--- src/sv/qcra_pkg.sv ---
// ----------------------------------------------------------------------------
// qcra_pkg
// Types, constants and the microcode program of the quadrature speed meter.
// ----------------------------------------------------------------------------
package qcra_pkg;

    localparam int AVG_DEPTH_DEFAULT = 3;
    localparam int COUNT_W           = 16;
    localparam int RPM_W             = 32;
    localparam int SCALE_W           = 16;
    localparam logic [SCALE_W-1:0] SCALE_RESET = 16'd375;

    localparam int PC_W = 3;
    typedef logic [PC_W-1:0] pc_t;

    localparam pc_t STEP_FETCH    = 3'd0;
    localparam pc_t STEP_MUL      = 3'd1;
    localparam pc_t STEP_STORE    = 3'd2;
    localparam pc_t STEP_ACC      = 3'd3;
    localparam pc_t STEP_DIV_INIT = 3'd4;
    localparam pc_t STEP_DIV      = 3'd5;
    localparam pc_t STEP_EMIT     = 3'd6;

    // Datapath action of one microcode step.
    typedef enum logic [2:0] {
        ACT_FETCH,
        ACT_MUL,
        ACT_STORE,
        ACT_ACC,
        ACT_DIV_INIT,
        ACT_DIV_STEP,
        ACT_EMIT
    } act_t;

    // Sequencing rule of one microcode step.
    typedef enum logic [1:0] {
        JMP_NEXT,
        JMP_TICK,
        JMP_LOOP,
        JMP_OUT
    } jmp_t;

    typedef struct packed {
        act_t act;
        jmp_t jmp;
        pc_t  target;
    } ctrl_word_t;

    typedef struct packed {
        logic tick_accept;
        logic loop_last;
        logic out_free;
    } dp_status_t;

    function automatic ctrl_word_t ucode_rom(input pc_t pc);
        ctrl_word_t w;
        case (pc)
            STEP_FETCH:    w = '{act: ACT_FETCH,    jmp: JMP_TICK, target: STEP_FETCH};
            STEP_MUL:      w = '{act: ACT_MUL,      jmp: JMP_NEXT, target: STEP_STORE};
            STEP_STORE:    w = '{act: ACT_STORE,    jmp: JMP_NEXT, target: STEP_ACC};
            STEP_ACC:      w = '{act: ACT_ACC,      jmp: JMP_LOOP, target: STEP_ACC};
            STEP_DIV_INIT: w = '{act: ACT_DIV_INIT, jmp: JMP_NEXT, target: STEP_DIV};
            STEP_DIV:      w = '{act: ACT_DIV_STEP, jmp: JMP_LOOP, target: STEP_DIV};
            STEP_EMIT:     w = '{act: ACT_EMIT,     jmp: JMP_OUT,  target: STEP_FETCH};
            default:       w = '{act: ACT_FETCH,    jmp: JMP_TICK, target: STEP_FETCH};
        endcase
        return w;
    endfunction

endpackage

--- src/sv/quadrature_counter_rpm_average.sv ---
// ----------------------------------------------------------------------------
// quadrature_counter_rpm_average
// After an edge beat the block stays in its fetch step and is ready again on the next cycle.
// After a tick beat is accepted the microcode runs multiply, store, one
// accumulate step per filled ring entry, divider init, one divide step for each
// of the 32 + clog2(AVG_DEPTH) quotient bits, then emit, which waits on m_ready.
// Reset (aresetn low, synchronous) clears the count, ring pointers, scale to 375.
// ----------------------------------------------------------------------------
module quadrature_counter_rpm_average #(
    parameter int AVG_DEPTH = qcra_pkg::AVG_DEPTH_DEFAULT
) (
    input  logic                                aclk,
    input  logic                                aresetn,
    input  logic                                s_valid,
    output logic                                s_ready,
    input  logic                                s_op,
    input  logic                                s_level_a,
    input  logic                                s_level_b,
    input  logic                                cfg_wr_en,
    input  logic [qcra_pkg::SCALE_W-1:0]        cfg_wr_data,
    output logic                                m_valid,
    input  logic                                m_ready,
    output logic signed [qcra_pkg::COUNT_W-1:0] m_interval_count,
    output logic signed [qcra_pkg::RPM_W-1:0]   m_rpm_mean_q6
);

    qcra_pkg::ctrl_word_t ctrl;
    qcra_pkg::dp_status_t status;

    qcra_seq u_seq (
        .aclk    (aclk),
        .aresetn (aresetn),
        .status  (status),
        .ctrl    (ctrl)
    );

    qcra_dp #(
        .AVG_DEPTH (AVG_DEPTH)
    ) u_dp (
        .aclk             (aclk),
        .aresetn          (aresetn),
        .ctrl             (ctrl),
        .status           (status),
        .s_valid          (s_valid),
        .s_ready          (s_ready),
        .s_op             (s_op),
        .s_level_a        (s_level_a),
        .s_level_b        (s_level_b),
        .cfg_wr_en        (cfg_wr_en),
        .cfg_wr_data      (cfg_wr_data),
        .m_valid          (m_valid),
        .m_ready          (m_ready),
        .m_interval_count (m_interval_count),
        .m_rpm_mean_q6    (m_rpm_mean_q6)
    );

endmodule

--- src/sv/qcra_seq.sv ---
// ----------------------------------------------------------------------------
// qcra_seq
// Step counter and microcode table; issues one control word per cycle.
// ----------------------------------------------------------------------------
module qcra_seq (
    input  logic                   aclk,
    input  logic                   aresetn,
    input  qcra_pkg::dp_status_t   status,
    output qcra_pkg::ctrl_word_t   ctrl
);

    qcra_pkg::pc_t pc_reg;
    qcra_pkg::pc_t pc_next;

    assign ctrl = qcra_pkg::ucode_rom(pc_reg);

    always_comb begin
        pc_next = pc_reg;
        unique case (ctrl.jmp)
            qcra_pkg::JMP_NEXT: pc_next = pc_reg + qcra_pkg::pc_t'(1);
            qcra_pkg::JMP_TICK: begin
                if (status.tick_accept) begin
                    pc_next = pc_reg + qcra_pkg::pc_t'(1);
                end
            end
            qcra_pkg::JMP_LOOP: begin
                pc_next = status.loop_last ? pc_reg + qcra_pkg::pc_t'(1) : ctrl.target;
            end
            qcra_pkg::JMP_OUT: begin
                if (status.out_free) begin
                    pc_next = ctrl.target;
                end
            end
            default: pc_next = qcra_pkg::STEP_FETCH;
        endcase
    end

    always_ff @(posedge aclk) begin
        if (!aresetn) begin
            pc_reg <= qcra_pkg::STEP_FETCH;
        end else begin
            pc_reg <= pc_next;
        end
    end

endmodule

--- src/sv/qcra_dp.sv ---
// ----------------------------------------------------------------------------
// qcra_dp
// Datapath: edge counter, scale multiply, averaging ring, serial divider
// and output register, all steered by the microcode control word.
// ----------------------------------------------------------------------------
module qcra_dp #(
    parameter int AVG_DEPTH = qcra_pkg::AVG_DEPTH_DEFAULT
) (
    input  logic                                aclk,
    input  logic                                aresetn,
    input  qcra_pkg::ctrl_word_t                ctrl,
    output qcra_pkg::dp_status_t                status,
    input  logic                                s_valid,
    output logic                                s_ready,
    input  logic                                s_op,
    input  logic                                s_level_a,
    input  logic                                s_level_b,
    input  logic                                cfg_wr_en,
    input  logic [qcra_pkg::SCALE_W-1:0]        cfg_wr_data,
    output logic                                m_valid,
    input  logic                                m_ready,
    output logic signed [qcra_pkg::COUNT_W-1:0] m_interval_count,
    output logic signed [qcra_pkg::RPM_W-1:0]   m_rpm_mean_q6
);

    localparam int COUNT_W = qcra_pkg::COUNT_W;
    localparam int RPM_W   = qcra_pkg::RPM_W;
    localparam int SCALE_W = qcra_pkg::SCALE_W;
    localparam int PROD_W  = COUNT_W + SCALE_W + 1;
    localparam int SUM_W   = RPM_W + $clog2(AVG_DEPTH);
    localparam int FILL_W  = $clog2(AVG_DEPTH + 1);
    localparam int IDX_W   = (AVG_DEPTH > 1) ? $clog2(AVG_DEPTH) : 1;
    localparam int BIT_W   = $clog2(SUM_W);

    localparam logic [IDX_W-1:0]  LAST_IDX   = IDX_W'(AVG_DEPTH - 1);
    localparam logic [FILL_W-1:0] DEPTH_FILL = FILL_W'(AVG_DEPTH);
    localparam logic [BIT_W-1:0]  LAST_BIT   = BIT_W'(SUM_W - 1);
    localparam logic signed [COUNT_W-1:0] COUNT_MAX = {1'b0, {(COUNT_W-1){1'b1}}};
    localparam logic signed [COUNT_W-1:0] COUNT_MIN = {1'b1, {(COUNT_W-1){1'b0}}};
    localparam logic signed [RPM_W-1:0]   RPM_MAX   = {1'b0, {(RPM_W-1){1'b1}}};
    localparam logic signed [RPM_W-1:0]   RPM_MIN   = {1'b1, {(RPM_W-1){1'b0}}};

    // Control state
    logic [SCALE_W-1:0]        scale_reg;
    logic signed [COUNT_W-1:0] edge_cnt_reg;
    logic signed [COUNT_W-1:0] edge_cnt_next;
    logic [IDX_W-1:0]          wpos_reg;
    logic [FILL_W-1:0]         fill_reg;
    logic [IDX_W-1:0]          idx_reg;
    logic [BIT_W-1:0]          bit_reg;
    logic                      m_valid_reg;
    logic                      m_valid_next;

    // Payload
    logic signed [COUNT_W-1:0] count_reg;
    logic signed [PROD_W-1:0]  prod_reg;
    logic signed [PROD_W-1:0]  prod_next;
    logic signed [RPM_W-1:0]   sat_value;
    logic signed [RPM_W-1:0]   ring_reg [AVG_DEPTH];
    logic signed [SUM_W-1:0]   sum_reg;
    logic                      neg_reg;
    logic [SUM_W-1:0]          quo_reg;
    logic [FILL_W:0]           rem_reg;
    logic [FILL_W:0]           trial;
    logic                      qbit;
    logic [SUM_W-1:0]          mean_value;
    logic signed [COUNT_W-1:0] m_interval_count_reg;
    logic signed [RPM_W-1:0]   m_rpm_mean_q6_reg;

    logic accept;
    logic out_free;
    logic loop_last;

    assign s_ready  = (ctrl.act == qcra_pkg::ACT_FETCH);
    assign accept   = s_valid && s_ready;
    assign out_free = !m_valid_reg || m_ready;

    assign status = '{tick_accept: accept && s_op, loop_last: loop_last, out_free: out_free};

    always_comb begin
        case (ctrl.act)
            qcra_pkg::ACT_ACC:      loop_last = (FILL_W'(idx_reg) + FILL_W'(1)) == fill_reg;
            qcra_pkg::ACT_DIV_STEP: loop_last = (bit_reg == LAST_BIT);
            default:                loop_last = 1'b1;
        endcase
    end

    // Saturating up/down count of A-channel edges, cleared by a tick beat.
    always_comb begin
        edge_cnt_next = edge_cnt_reg;
        if (accept) begin
            if (s_op) begin
                edge_cnt_next = '0;
            end else if (s_level_a != s_level_b) begin
                if (edge_cnt_reg != COUNT_MAX) begin
                    edge_cnt_next = edge_cnt_reg + COUNT_W'(1);
                end
            end else begin
                if (edge_cnt_reg != COUNT_MIN) begin
                    edge_cnt_next = edge_cnt_reg - COUNT_W'(1);
                end
            end
        end
    end

    assign prod_next = PROD_W'(count_reg) * PROD_W'($signed({1'b0, scale_reg}));

    // The product leaves the 32-bit range only when its top bits disagree.
    always_comb begin
        if (prod_reg[PROD_W-1:RPM_W-1] == '0 || prod_reg[PROD_W-1:RPM_W-1] == '1) begin
            sat_value = prod_reg[RPM_W-1:0];
        end else begin
            sat_value = prod_reg[PROD_W-1] ? RPM_MIN : RPM_MAX;
        end
    end

    // Restoring division of the sum magnitude by the fill count, one bit a step.
    assign trial = {rem_reg[FILL_W-1:0], quo_reg[SUM_W-1]};
    assign qbit  = (trial >= {1'b0, fill_reg});

    assign mean_value = neg_reg ? (~quo_reg + SUM_W'(1)) : quo_reg;

    always_comb begin
        m_valid_next = m_valid_reg;
        if (ctrl.act == qcra_pkg::ACT_EMIT && out_free) begin
            m_valid_next = 1'b1;
        end else if (m_ready) begin
            m_valid_next = 1'b0;
        end
    end

    always_ff @(posedge aclk) begin
        if (!aresetn) begin
            scale_reg    <= qcra_pkg::SCALE_RESET;
            edge_cnt_reg <= '0;
            wpos_reg     <= '0;
            fill_reg     <= '0;
            idx_reg      <= '0;
            bit_reg      <= '0;
            m_valid_reg  <= 1'b0;
        end else begin
            if (cfg_wr_en) begin
                scale_reg <= cfg_wr_data;
            end
            edge_cnt_reg <= edge_cnt_next;
            m_valid_reg  <= m_valid_next;
            case (ctrl.act)
                qcra_pkg::ACT_STORE: begin
                    wpos_reg <= (wpos_reg == LAST_IDX) ? '0 : wpos_reg + IDX_W'(1);
                    if (fill_reg != DEPTH_FILL) begin
                        fill_reg <= fill_reg + FILL_W'(1);
                    end
                    idx_reg <= '0;
                end
                qcra_pkg::ACT_ACC:      idx_reg <= idx_reg + IDX_W'(1);
                qcra_pkg::ACT_DIV_INIT: bit_reg <= '0;
                qcra_pkg::ACT_DIV_STEP: bit_reg <= bit_reg + BIT_W'(1);
                default: ;
            endcase
        end
    end

    always_ff @(posedge aclk) begin
        case (ctrl.act)
            qcra_pkg::ACT_FETCH: begin
                if (accept && s_op) begin
                    count_reg <= edge_cnt_reg;
                end
            end
            qcra_pkg::ACT_MUL: prod_reg <= prod_next;
            qcra_pkg::ACT_STORE: begin
                ring_reg[wpos_reg] <= sat_value;
                sum_reg            <= '0;
            end
            qcra_pkg::ACT_ACC: sum_reg <= sum_reg + SUM_W'(ring_reg[idx_reg]);
            qcra_pkg::ACT_DIV_INIT: begin
                neg_reg <= sum_reg[SUM_W-1];
                quo_reg <= sum_reg[SUM_W-1] ? (~sum_reg + SUM_W'(1)) : sum_reg;
                rem_reg <= '0;
            end
            qcra_pkg::ACT_DIV_STEP: begin
                rem_reg <= qbit ? (trial - {1'b0, fill_reg}) : trial;
                quo_reg <= {quo_reg[SUM_W-2:0], qbit};
            end
            qcra_pkg::ACT_EMIT: begin
                if (out_free) begin
                    m_interval_count_reg <= count_reg;
                    m_rpm_mean_q6_reg    <= mean_value[RPM_W-1:0];
                end
            end
            default: ;
        endcase
    end

    assign m_valid          = m_valid_reg;
    assign m_interval_count = m_interval_count_reg;
    assign m_rpm_mean_q6    = m_rpm_mean_q6_reg;

endmodule

--- config.mk ---
export PLATFORM = sky130hd
export DESIGN_NAME = quadrature_counter_rpm_average
export DESIGN_NICKNAME = d
export VERILOG_FILES = /design/src/sv/qcra_pkg.sv /design/src/sv/quadrature_counter_rpm_average.sv /design/src/sv/qcra_seq.sv /design/src/sv/qcra_dp.sv
export SDC_FILE = /design/constraint.sdc
export NUM_CORES = 1
export LEC_CHECK = 0
export BUFFER_PORTS_ARGS = -buffer_cell sky130_fd_sc_hd__buf_2
export CORE_MARGIN = 5
export CORE_UTILIZATION = 30
export CTS_CLUSTER_DIAMETER = 80
export CTS_CLUSTER_SIZE = 40
export DETAILED_ROUTE_END_ITERATION = 16
export PLACE_DENSITY = 0.52
export SLEW_MARGIN = 20
export SYNTH_ARGS = -nofsm -noshare
export SYNTH_HDL_FRONTEND = slang
export SYNTH_SLANG_ARGS = --single-unit
--- constraint.sdc ---
create_clock -name aclk -period 6.06 [get_ports aclk]
set_input_delay 0.303 -clock aclk [delete_from_list [all_inputs] [get_ports aclk]]
set_output_delay 0.303 -clock aclk [all_outputs]
set_load 0.02 [all_outputs]
==> results of run 1 <==
-- layout by cell type, fill, tap and decap left out, types with 11 or more instances in the layout --
cell       instances
nor3_1            22
mux2i_1           59
xnor2_1           80
xor2_1            44
and2_1           116
inv_1            271
nand2_1          282
edfxtp_1         264
o31ai_1           19
nor2b_1           29
o21ai_0          115
clkbuf_16         20
and3_1            13
dfxtp_1           41
fa_1             190
nor2_1            79
buf_4            110
nand2b_1          27
nand3_1           25
ha_1             171
or3_1             11
a21o_1            73
buf_2             73
a21oi_1           62
-- layout make-up --
cell class / instances / area [um2] / area share (%)
multi-input combinational: 1634 / 14160 / 51.20
clock buffer: 21 / 514.2 / 1.859
tap: 1050 / 1314 / 4.750
inverter: 280 / 1051 / 3.800
sequential: 314 / 8940 / 32.33
clock inverter: 15 / 274.0 / 0.9908
timing repair buffer: 203 / 1404 / 5.076
-- worst max-delay path by stage --
stage                        endpoint  slack [ps]  cells past startpoint
floorplan           u_dp.prod_reg[30]         -40                     23
global placement    u_dp.prod_reg[32]         -90                     22
detailed placement  u_dp.prod_reg[32]        -120                     21
CTS                 u_dp.prod_reg[31]          -8                     23
global route        u_dp.prod_reg[31]         -60                     23
finish              u_dp.prod_reg[31]         170                     21
-- what timing repair did --
action	4_1_cts	5_1_grt
resized for setup	10	78
hold buffers	10	0
pin swaps	4	77
setup endpoints to repair	7	12
endpoints found under the hold margin	10	0
setup buffers	0	18
-- logic make-up after synthesis --
kind of cell | count (synthesis) | share of synthesized area (%)
flip-flops | 314 | 37.11
XOR/XNOR | 124 | 4.514
AND/OR/NAND/NOR | 674 | 13.74
buffers and inverters | 366 | 5.709
multiplexers | 59 | 2.454
adder cells (fa/ha/maj) | 379 | 25.82
AO/OA/AOI/OAI | 398 | 10.65
-- worst max-delay path, stage by stage, from the launching register on --
cell,delay (ps)
edfxtp_1,480
buf_6,170
nand2_1,80
fa_1,530
fa_1,470
fa_1,560
inv_1,50
fa_1,500
fa_1,540
inv_1,50
fa_1,530
inv_1,60
ha_4,260
a21o_1,190
a21oi_2,140
o32ai_2,100
nor3b_4,250
o21ai_1,90
buf_4,160
a31oi_4,180
a21oi_2,80
xor2_1,140
-- layer usage --
layer	vias to the layer above	global-route usage [%]	wire length [um]
met1	7881	16.59	24930
met4	2	2.539	1130
met5	-	0	7
met2	240	19.84	24470
li1	8111	-	-
met3	59	1.240	1525
-- synthesized netlist by cell type, types with 10 or more instances --
master	n	area, um2
a211oi_1	14	105.1
a21o_1	73	548.0
a21oi_1	72	360.4
a31oi_1	11	68.82
and2_1	126	788.3
and3_1	13	81.33
clkbuf_1	85	319.1
dfxtp_1	50	1001
edfxtp_1	264	7928
fa_1	196	3924
ha_1	183	2290
inv_1	278	1044
mux2i_1	59	590.6
nand2_1	282	1059
nand2b_1	27	168.9
nand3_1	27	135.1
nor2_1	81	304.0
nor2b_1	29	181.4
nor3_1	25	125.1
nor4_1	10	62.56
o21a_1	10	75.07
o21ai_0	121	605.6
o31ai_1	19	142.6
or3_1	11	68.82
xnor2_1	80	700.7
xor2_1	44	385.4
-- per-stage QoR --
step,worst slack [ps],std cells
final,165.0,3517
after global routing,-61.15,3517
after CTS,-8.276,3499
after detailed placement,-118.4,3453
after global placement,-89.85,3453
after floorplan,-35.46,2314
==> results.md, run 1 <==
- Status: finished clean
- WS Path Type: register to register
- Min-delay worst type: input pin to register
- Final period util: just under 100%
- Clock latency on the worst-skew pair: 570 ps
- Reg2Reg Setup Slack: 170 ps
- Die H: 293.2 um
- Inserted Clock Buffers: 20
- Cell area after synthesis: ~24000 um2
- Hold Path Sink: u_dp.scale_reg[6]
- Avg Cell Area, Syn: 10.40 um2
- FP Rows: 103
- Final nets: 2856
- Largest net degree at the start of global routing: 65
- Critical path launch point type: register
- Worst-Margin Slew: approximately 1000 ps
- CTS H-Tree Depth: 1
- Period minus WS final: 5895 ps
- Hold Path Stages: 3
- Worst r2r dst: u_dp.prod_reg[31]
- CP startpoint: u_dp.count_reg[9]
- CTS clock-pin slew for the worst setup and hold paths: 90 ps
- Final antenna diode count: 0
- Fin. max-slew vios: 0
- Clock sink count: roughly 310
- Syn_nets: 2717
- DRT Wirelength: 52.06 mm
- Root Buffer: clkbuf_16
- FMAX: 0.1696 GHz
- Initial core utilization: between 30% and 40%
- Routed WL per cell: 14.80 um
- Post-route setup TNS: 0 ps
- Top Ports: 74
- Seq/Total Area, Yosys: 37.11%
- Total grt overflow: 0
- Max Cap Viol: 0
- Ys Warns: 0
- # DRC: 0
- Setup Skew: between 50 and 60 ps
- Synthesized flop and latch total: 314
- Tot GR Track Use: 11.79%
- Initial antenna violation count: 1
- Util after Layout: 34.89%
- Vias: about 16000
- Clk buf depth: 3
- Final instance area: 27660 um2
- Hold slack: 30.41 ps
- Fin. Hold Viols: 0
- Cell area after placement: 26240 um2
- Synth async-reset ratio: 0%
- CP endpoint kind: register
- Critical Path RT: 6340 ps
- Post-synthesis cell type count: 68
- Die area: between 80000 and 90000 um2
- Data arrival, critical path: 6170 ps
- Via/cell ratio: 4.633
- Number of flops mapped to enable cells by yosys: 264
- First-pass GRT wire length: 85.89 mm
- Syn-to-layout area delta: 14.93%
- R2r worst-path depth: 21
- Port Buffers: between 70 and 80
- Core area: 79260 um2
- Worst rel slew slack: a little over a third
- First-pass detailed-route iteration total: 5
- DP Wirelength: 40.85 mm
- Largest register FFs: 96
- Vias in the first global route: ~17000
- Routability cong.: 0.8624
- Die X: 293.2 um
- Routed Antenna Nets: 0
- Fillers: 7893
- Main synth FF type: edfxtp_1
- Reg-to-reg startpoint: u_dp.count_reg[9]
- CP Max Fanout: 7
- Setup violations, final: 0
- CTS tree: built
- DRT iter0 DRCs: 676
- Hold_sp: cfg_wr_data[6]
- Gate Count Post-Synth: between 2000 and 2500
- Share of cells above drive strength 1: 13.21%
Power of run 1 is left out: the tool's default activity adds up to more than one toggle a clock period on the data nets, which glitch-free logic cannot reach.
==> run 2, diff against run 1 <==
--- a/config.mk
+++ b/config.mk
@@ -8,10 +8,10 @@
 export BUFFER_PORTS_ARGS = -buffer_cell sky130_fd_sc_hd__buf_2
 export CORE_MARGIN = 5
 export CORE_UTILIZATION = 30
-export CTS_CLUSTER_DIAMETER = 80
 export CTS_CLUSTER_SIZE = 40
 export DETAILED_ROUTE_END_ITERATION = 16
-export PLACE_DENSITY = 0.52
+export PLACE_DENSITY = 0.5
+export RECOVER_POWER = 25
 export SLEW_MARGIN = 20
 export SYNTH_ARGS = -nofsm -noshare
 export SYNTH_HDL_FRONTEND = slang
==> constraint.sdc (replaced) <==
create_clock -name aclk -period 7.6 [get_ports aclk]
set_input_delay 0.38 -clock aclk [delete_from_list [all_inputs] [get_ports aclk]]
set_output_delay 0.38 -clock aclk [all_outputs]
set_load 0.02 [all_outputs]
==> results.md, run 2 (synthesis results as in run 1) <==
- Final nets: 2769 (was 2856)
- FP Rows: 103 (unchanged)
- Routed Antenna Nets: 0 (unchanged)
- First-pass GRT wire length: 87.75 mm (was 85.89 mm)
- Post-CTS Setup Inserts: 0 (unchanged)
- Failing checks: max-capacitance violations, max-slew violations
- Worst-Margin Slew: 1541 ps (was 975.0 ps)
- R2r worst-path depth: 22 (was 21)
- Tot GR Track Use: 12.38% (was 11.79%)
- CTS clock-pin slew for the worst setup and hold paths: 60 ps (was 90 ps)
- CP Max Fanout: 17 (was 7)
- Slowest CP cell: edfxtp_1 (was fa_1)
- Die H: 293.2 um (unchanged)
- Min-delay worst type: input pin to register (unchanged)
- Share of cells above drive strength 1: 5.182% (was 13.21%)
- Root Buffer: clkbuf_16 (unchanged)
- Cell count along the critical path: 22 (was 21)
- Final antenna diode count: 0 (unchanged)
- Top Ports: 74 (unchanged)
- CTS tree: built (unchanged)
- DRT Wirelength: 53.97 mm (was 52.06 mm)
- Die X: 293.2 um (unchanged)
- Crit path cell chain: and2_1, fa_1, inv_1, fa_1, inv_1, fa_1, inv_1, fa_1, inv_1, fa_1, inv_1, fa_1, inv_1, ha_1, a21o_1, a31o_2, a21oi_1, a211oi_1, o21ai_0, o21ai_0, a221oi_1, xnor2_1 (was buf_6, nand2_1, fa_1, fa_1, fa_1, inv_1, fa_1, fa_1, inv_1, fa_1, inv_1, ha_4, a21o_1, a21oi_2, o32ai_2, nor3b_4, o21ai_1, buf_4, a31oi_4, a21oi_2, xor2_1)
- Worst rel slew slack: -2.749% (was 35.00%)
- Worst r2r dst: u_dp.prod_reg[32] (was u_dp.prod_reg[31])
- Post-route setup TNS: 0 ps (unchanged)
- Reg-to-reg startpoint: u_dp.count_reg[6] (was u_dp.count_reg[9])
- Status: complete, but fails checks (was finished clean)
- Routability cong.: 0.8801 (was 0.8624)
- Critical path launch point type: register (unchanged)
- Port Buffers: 73 (unchanged)
- Fin. Hold Viols: 0 (unchanged)
- CTS H-Tree Depth: 2 (was 1)
- Vias: 16220 (was 16290)
- Largest net degree at the start of global routing: 65 (unchanged)
- Largest register FFs: 96 (unchanged)
- Data arrival, critical path: 7060 ps (was 6170 ps)
- Inserted Clock Buffers: 38 (was 20)
- Core area: 79260 um2 (unchanged)
- Syn-to-layout area delta: 11.39% (was 14.93%)
- Delay-heaviest family, CP: adder cells (unchanged)
- Reg2Reg Setup Slack: 820 ps (was 170 ps)
- Setup violations, final: 0 (unchanged)
- Commonest non-fill, non-tap cell in the layout: nand2_1 (unchanged)
- Period minus WS final: 6778 ps (was 5895 ps)
- Vias in the first global route: 16330 (was 16650)
- Fin. max-slew vios: 32 (was 0)
- Final period util: 89.18% (was 97.28%)
- Cts hold-fix bufs: 0 (was 10)
- Via/cell ratio: 4.710 (was 4.633)
- FMAX: 0.1475 GHz (was 0.1696 GHz)
- # DRC: 0 (unchanged)
- Initial core utilization: 30.36% (unchanged)
- First-pass detailed-route iteration total: 5 (unchanged)
- DRT iter0 DRCs: 711 (was 676)
- Bufs and invs on worst path: 6 (was 5)
- Clock latency on the worst-skew pair: 550 ps (was 570 ps)
- Setup crit end: u_dp.prod_reg[32] (was u_dp.prod_reg[31])
- WS Path Type: register to register (unchanged)
- Max Cap Viol: 1 (was 0)
- Unrepaired setup endpoints after global routing: false
- Routed WL per cell: 15.68 um (was 14.80 um)
- Post-cts resize count: 0 (was 10)
- CP endpoint kind: register (unchanged)
- CP startpoint: u_dp.count_reg[6] (was u_dp.count_reg[9])
- Total grt overflow: 0 (unchanged)
- Setup Skew: 20.29 ps (was 53.17 ps)
- Initial antenna violation count: 0 (was 1)
- Critical Path RT: 7880 ps (was 6340 ps)
- Clk buf depth: 3 (unchanged)
- Die area: 85970 um2 (unchanged)
- Fillers: 8026 (was 7893)
- Clock sink count: 314 (unchanged)
- Most frequent cells in the layout: 282 x nand2_1, 278 x inv_1, 264 x edfxtp_1 (was 282 x nand2_1, 271 x inv_1, 264 x edfxtp_1)
- Max stage delay on crit path: 610 ps (was 560 ps)
- DP Wirelength: 41.11 mm (was 40.85 mm)
-- run 2: cell count changes in the layout (fill, tap and decap cells not counted), sizes merged --
cell	previous run	this run
dlygate4sd3	10	0
bufinv	1	4
inv	290	282
clkinvlp	0	2
buf	193	42
clkbuf	21	104
clkinv	4	11
-- run 2: how the worst min path moves through the flow --
stage	end	slack [ps]	depth (start not counted)	start
floorplan	u_dp.neg_reg	420	0	u_dp.sum_reg[33]
global placement	u_dp.bit_reg[3]	490	2	u_dp.bit_reg[3]
detailed placement	u_dp.bit_reg[5]	510	1	u_dp.bit_reg[5]
CTS	u_dp.scale_reg[0]	20	3	cfg_wr_data[0]
global route	u_dp.scale_reg[0]	50	3	cfg_wr_data[0]
finish	u_dp.scale_reg[4]	60	3	cfg_wr_data[4]
-- run 2: area by class of cell --
| class | count | area [um2] | share of cell area (%) |
|---|---|---|---|
| Multi-Input combinational cell | 1634 | 13800 | 51.50 |
| Sequential cell | 314 | 8932 | 33.33 |
| Tap cell | 1050 | 1314 | 4.902 |
| Inverter | 280 | 1051 | 3.921 |
| Clock buffer | 48 | 998.5 | 3.725 |
| Timing Repair Buffer | 98 | 465.4 | 1.737 |
| Clock inverter | 19 | 239.0 | 0.8916 |
-- run 2: worst reg2reg max path, stage by stage (launching register included) --
cell and delay, ps:
edfxtp_1 610, and2_1 290, fa_1 530, inv_1 60, fa_1 530, inv_1 50, fa_1 500, inv_1 50
fa_1 470, inv_1 50, fa_1 520, inv_1 50, fa_1 530, inv_1 50, ha_1 370, a21o_1 200
a31o_2 240, a21oi_1 310, a211oi_1 170, o21ai_0 310, o21ai_0 160, a221oi_1 350, xnor2_1 110
-- run 2: layer usage --
layer	up-vias	track usage, %	share of wire [%]
met3	73	1.444	2.9
met5	-	0	0
li1	7959	-	-
met1	7976	17.19	48
met4	0	3.493	2.5
met2	209	20.58	47
-- run 2: through the flow --
step	instance area [um2]	util [%]	setup WS [ps]	cells	hold slack (ps)
after global placement	25650	32.36	879.4	3376	492.0
after CTS	26890	33.93	808.4	3443	22.44
after global routing	26800	33.82	500.4	3443	48.02
final	26800	33.82	822.3	3443	62.02
after detailed placement	25650	32.37	862.6	3376	507.4
after floorplan	24060	-	1365	2314	424.4
Power of run 2 is left out for the same reason.
==> run 3, diff against run 2 <==
--- a/config.mk
+++ b/config.mk
@@ -8,6 +8,7 @@
 export BUFFER_PORTS_ARGS = -buffer_cell sky130_fd_sc_hd__buf_2
 export CORE_MARGIN = 5
 export CORE_UTILIZATION = 30
+export CTS_BUF_LIST = sky130_fd_sc_hd__clkbuf_8
 export CTS_CLUSTER_SIZE = 40
 export DETAILED_ROUTE_END_ITERATION = 16
 export PLACE_DENSITY = 0.5
==> results.md, run 3 (synthesis results as in run 1) <==
- Fin. Hold Viols: 0 (unchanged)
- First-pass GRT wire length: 88.52 mm (was 87.75 mm)
- Die H: 293.2 um (unchanged)
- Vias in the first global route: 16570 (was 16330)
- Status: complete, but fails checks (unchanged)
- Initial antenna violation count: 1 (was 0)
- Critical path launch point type: register (unchanged)
- Vias: 16360 (was 16220)
- Largest register FFs: 96 (unchanged)
- Min-delay worst type: input pin to register (unchanged)
- Port Buffers: 73 (unchanged)
- WS Path Type: register to register (unchanged)
- DP Wirelength: 41.11 mm (unchanged)
- Setup violations, final: 0 (unchanged)
- Die area: 85970 um2 (unchanged)
- Cts hold-fix bufs: 17 (was 0)
- Fillers: 8040 (was 8026)
- Inserted Clock Buffers: 55 (was 38)
- Largest net degree at the start of global routing: 65 (unchanged)
- Reg-to-reg startpoint: u_dp.count_reg[6] (unchanged)
- Commonest non-fill, non-tap cell in the layout: inv_1 (was nand2_1)
- Setup Skew: 52.38 ps (was 20.29 ps)
- Clock latency on the worst-skew pair: 680 ps (was 550 ps)
- FMAX: 0.1488 GHz (was 0.1475 GHz)
- Tot GR Track Use: 12.50% (was 12.38%)
- FP Rows: 103 (unchanged)
- CP Max Fanout: 17 (unchanged)
- Share of cells above drive strength 1: 6.056% (was 5.182%)
- Data arrival, critical path: 7120 ps (was 7060 ps)
- Root Buffer: clkbuf_8 (was clkbuf_16)
- Clk buf depth: 3 (unchanged)
- CTS tree: built (unchanged)
- Top Ports: 74 (unchanged)
- Fin. max-slew vios: 32 (unchanged)
- Syn-to-layout area delta: 11.88% (was 11.39%)
- Routability cong.: 0.8801 (unchanged)
- Failing checks: max-capacitance violations, max-slew violations (unchanged)
- CTS H-Tree Depth: 2 (unchanged)
- Most frequent cells in the layout: 289 x inv_1, 282 x nand2_1, 264 x edfxtp_1 (was 282 x nand2_1, 278 x inv_1, 264 x edfxtp_1)
- DRT Wirelength: 54.63 mm (was 53.97 mm)
- Critical Path RT: 8000 ps (was 7880 ps)
- CP endpoint kind: register (unchanged)
- Post-CTS Setup Inserts: 0 (unchanged)
- Die X: 293.2 um (unchanged)
- CP startpoint: u_dp.count_reg[6] (unchanged)
- Routed Antenna Nets: 0 (unchanged)
- Core area: 79260 um2 (unchanged)
- First-pass detailed-route iteration total: 5 (unchanged)
- Post-route setup TNS: 0 ps (unchanged)
- Reg2Reg Setup Slack: 880 ps (was 820 ps)
- Unrepaired setup endpoints after global routing: false (unchanged)
- # DRC: 0 (unchanged)
- CTS clock-pin slew for the worst setup and hold paths: 60 ps (about the same)
- Final period util: 88.43% (was 89.18%)
- DRT iter0 DRCs: 782 (was 711)
- Post-cts resize count: 0 (unchanged)
- Max Cap Viol: 1 (unchanged)
- Routed WL per cell: 15.63 um (was 15.68 um)
- R2r worst-path depth: 22 (unchanged)
- Setup crit end: u_dp.prod_reg[32] (unchanged)
- Total grt overflow: 0 (unchanged)
- Period minus WS final: 6721 ps (was 6778 ps)
- Worst-Margin Slew: 1542 ps (was 1541 ps)
- Via/cell ratio: 4.680 (was 4.710)
- Initial core utilization: 30.36% (unchanged)
- Final nets: 2803 (was 2769)
- Clock sink count: 314 (unchanged)
- Worst r2r dst: u_dp.prod_reg[32] (unchanged)
- Worst rel slew slack: -2.794% (was -2.749%)
run 3: cell count changes in the layout (fill, tap and decap cells not counted), sizes merged:
| cell | previous run | this run |
|---|---|---|
| clkbuf | 104 | 113 |
| dlygate4sd3 | 0 | 17 |
| diode | 0 | 1 |
| clkinvlp | 2 | 1 |
| bufinv | 4 | 6 |
| clkinv | 11 | 24 |
| inv | 282 | 293 |
run 3: how the worst min path moves through the flow:
stage / from / endpoint / slack, ps / depth (start not counted)
6_report: m_ready / u_dp.m_valid / 150 / 4
5_1_grt: m_ready / u_dp.m_valid / 120 / 4
4_1_cts: m_ready / u_dp.m_valid / 70 / 4
3_5_place_dp: u_dp.bit_reg[5] / u_dp.bit_reg[5] / 510 / 1
3_3_place_gp: u_dp.bit_reg[3] / u_dp.bit_reg[3] / 490 / 2
2_1_floorplan: u_dp.sum_reg[33] / u_dp.neg_reg / 420 / 0
run 3: cell type report:
type                       count  area (um2)  area share, %
tap                         1050        1314          4.880
timing repair buffer         115       635.6          2.361
antenna                        1       2.502       0.009296
clock buffer                  57       784.5          2.914
clock inverter                44       396.6          1.473
sequential                   314        8932          33.18
multi-input combinational   1634       13800          51.28
inverter                     280        1051          3.904
run 3: critical path: stages, from the launching register on:
cell,delay [ps]
edfxtp_1,590
and2_1,280
fa_1,530
inv_1,60
fa_1,530
inv_1,50
fa_1,500
inv_1,50
fa_1,470
inv_1,50
fa_1,520
inv_1,50
fa_1,530
inv_1,40
ha_1,360
a21o_1,200
a31o_2,240
a21oi_1,310
a211oi_1,170
o21ai_0,310
o21ai_0,160
a221oi_1,350
xnor2_1,110
run 3: through the flow:
stage	area (um2)	hold slack, ps	setup WS (ps)	instances	utilization, %
5_1_grt	26920	118.5	513.8	3495	33.96
3_5_place_dp	25650	507.4	862.6	3376	32.37
6_report	26920	148.4	879.3	3495	33.96
4_1_cts	27000	72.71	851.1	3494	34.07
3_3_place_gp	25650	492.0	879.4	3376	32.36
2_1_floorplan	24060	424.4	1365	2314	-
run 3: routing by layer:
| metal | share of wire, % | up-vias | GRT usage (%) |
|---|---|---|---|
| met2 | 46 | 262 | 20.40 |
| met3 | 3.7 | 82 | 1.875 |
| li1 | - | 8030 | - |
| met5 | 0 | - | 0 |
| met4 | 2.8 | 0 | 4.033 |
| met1 | 47 | 7984 | 17.20 |
Power of run 3 is left out for the same reason.
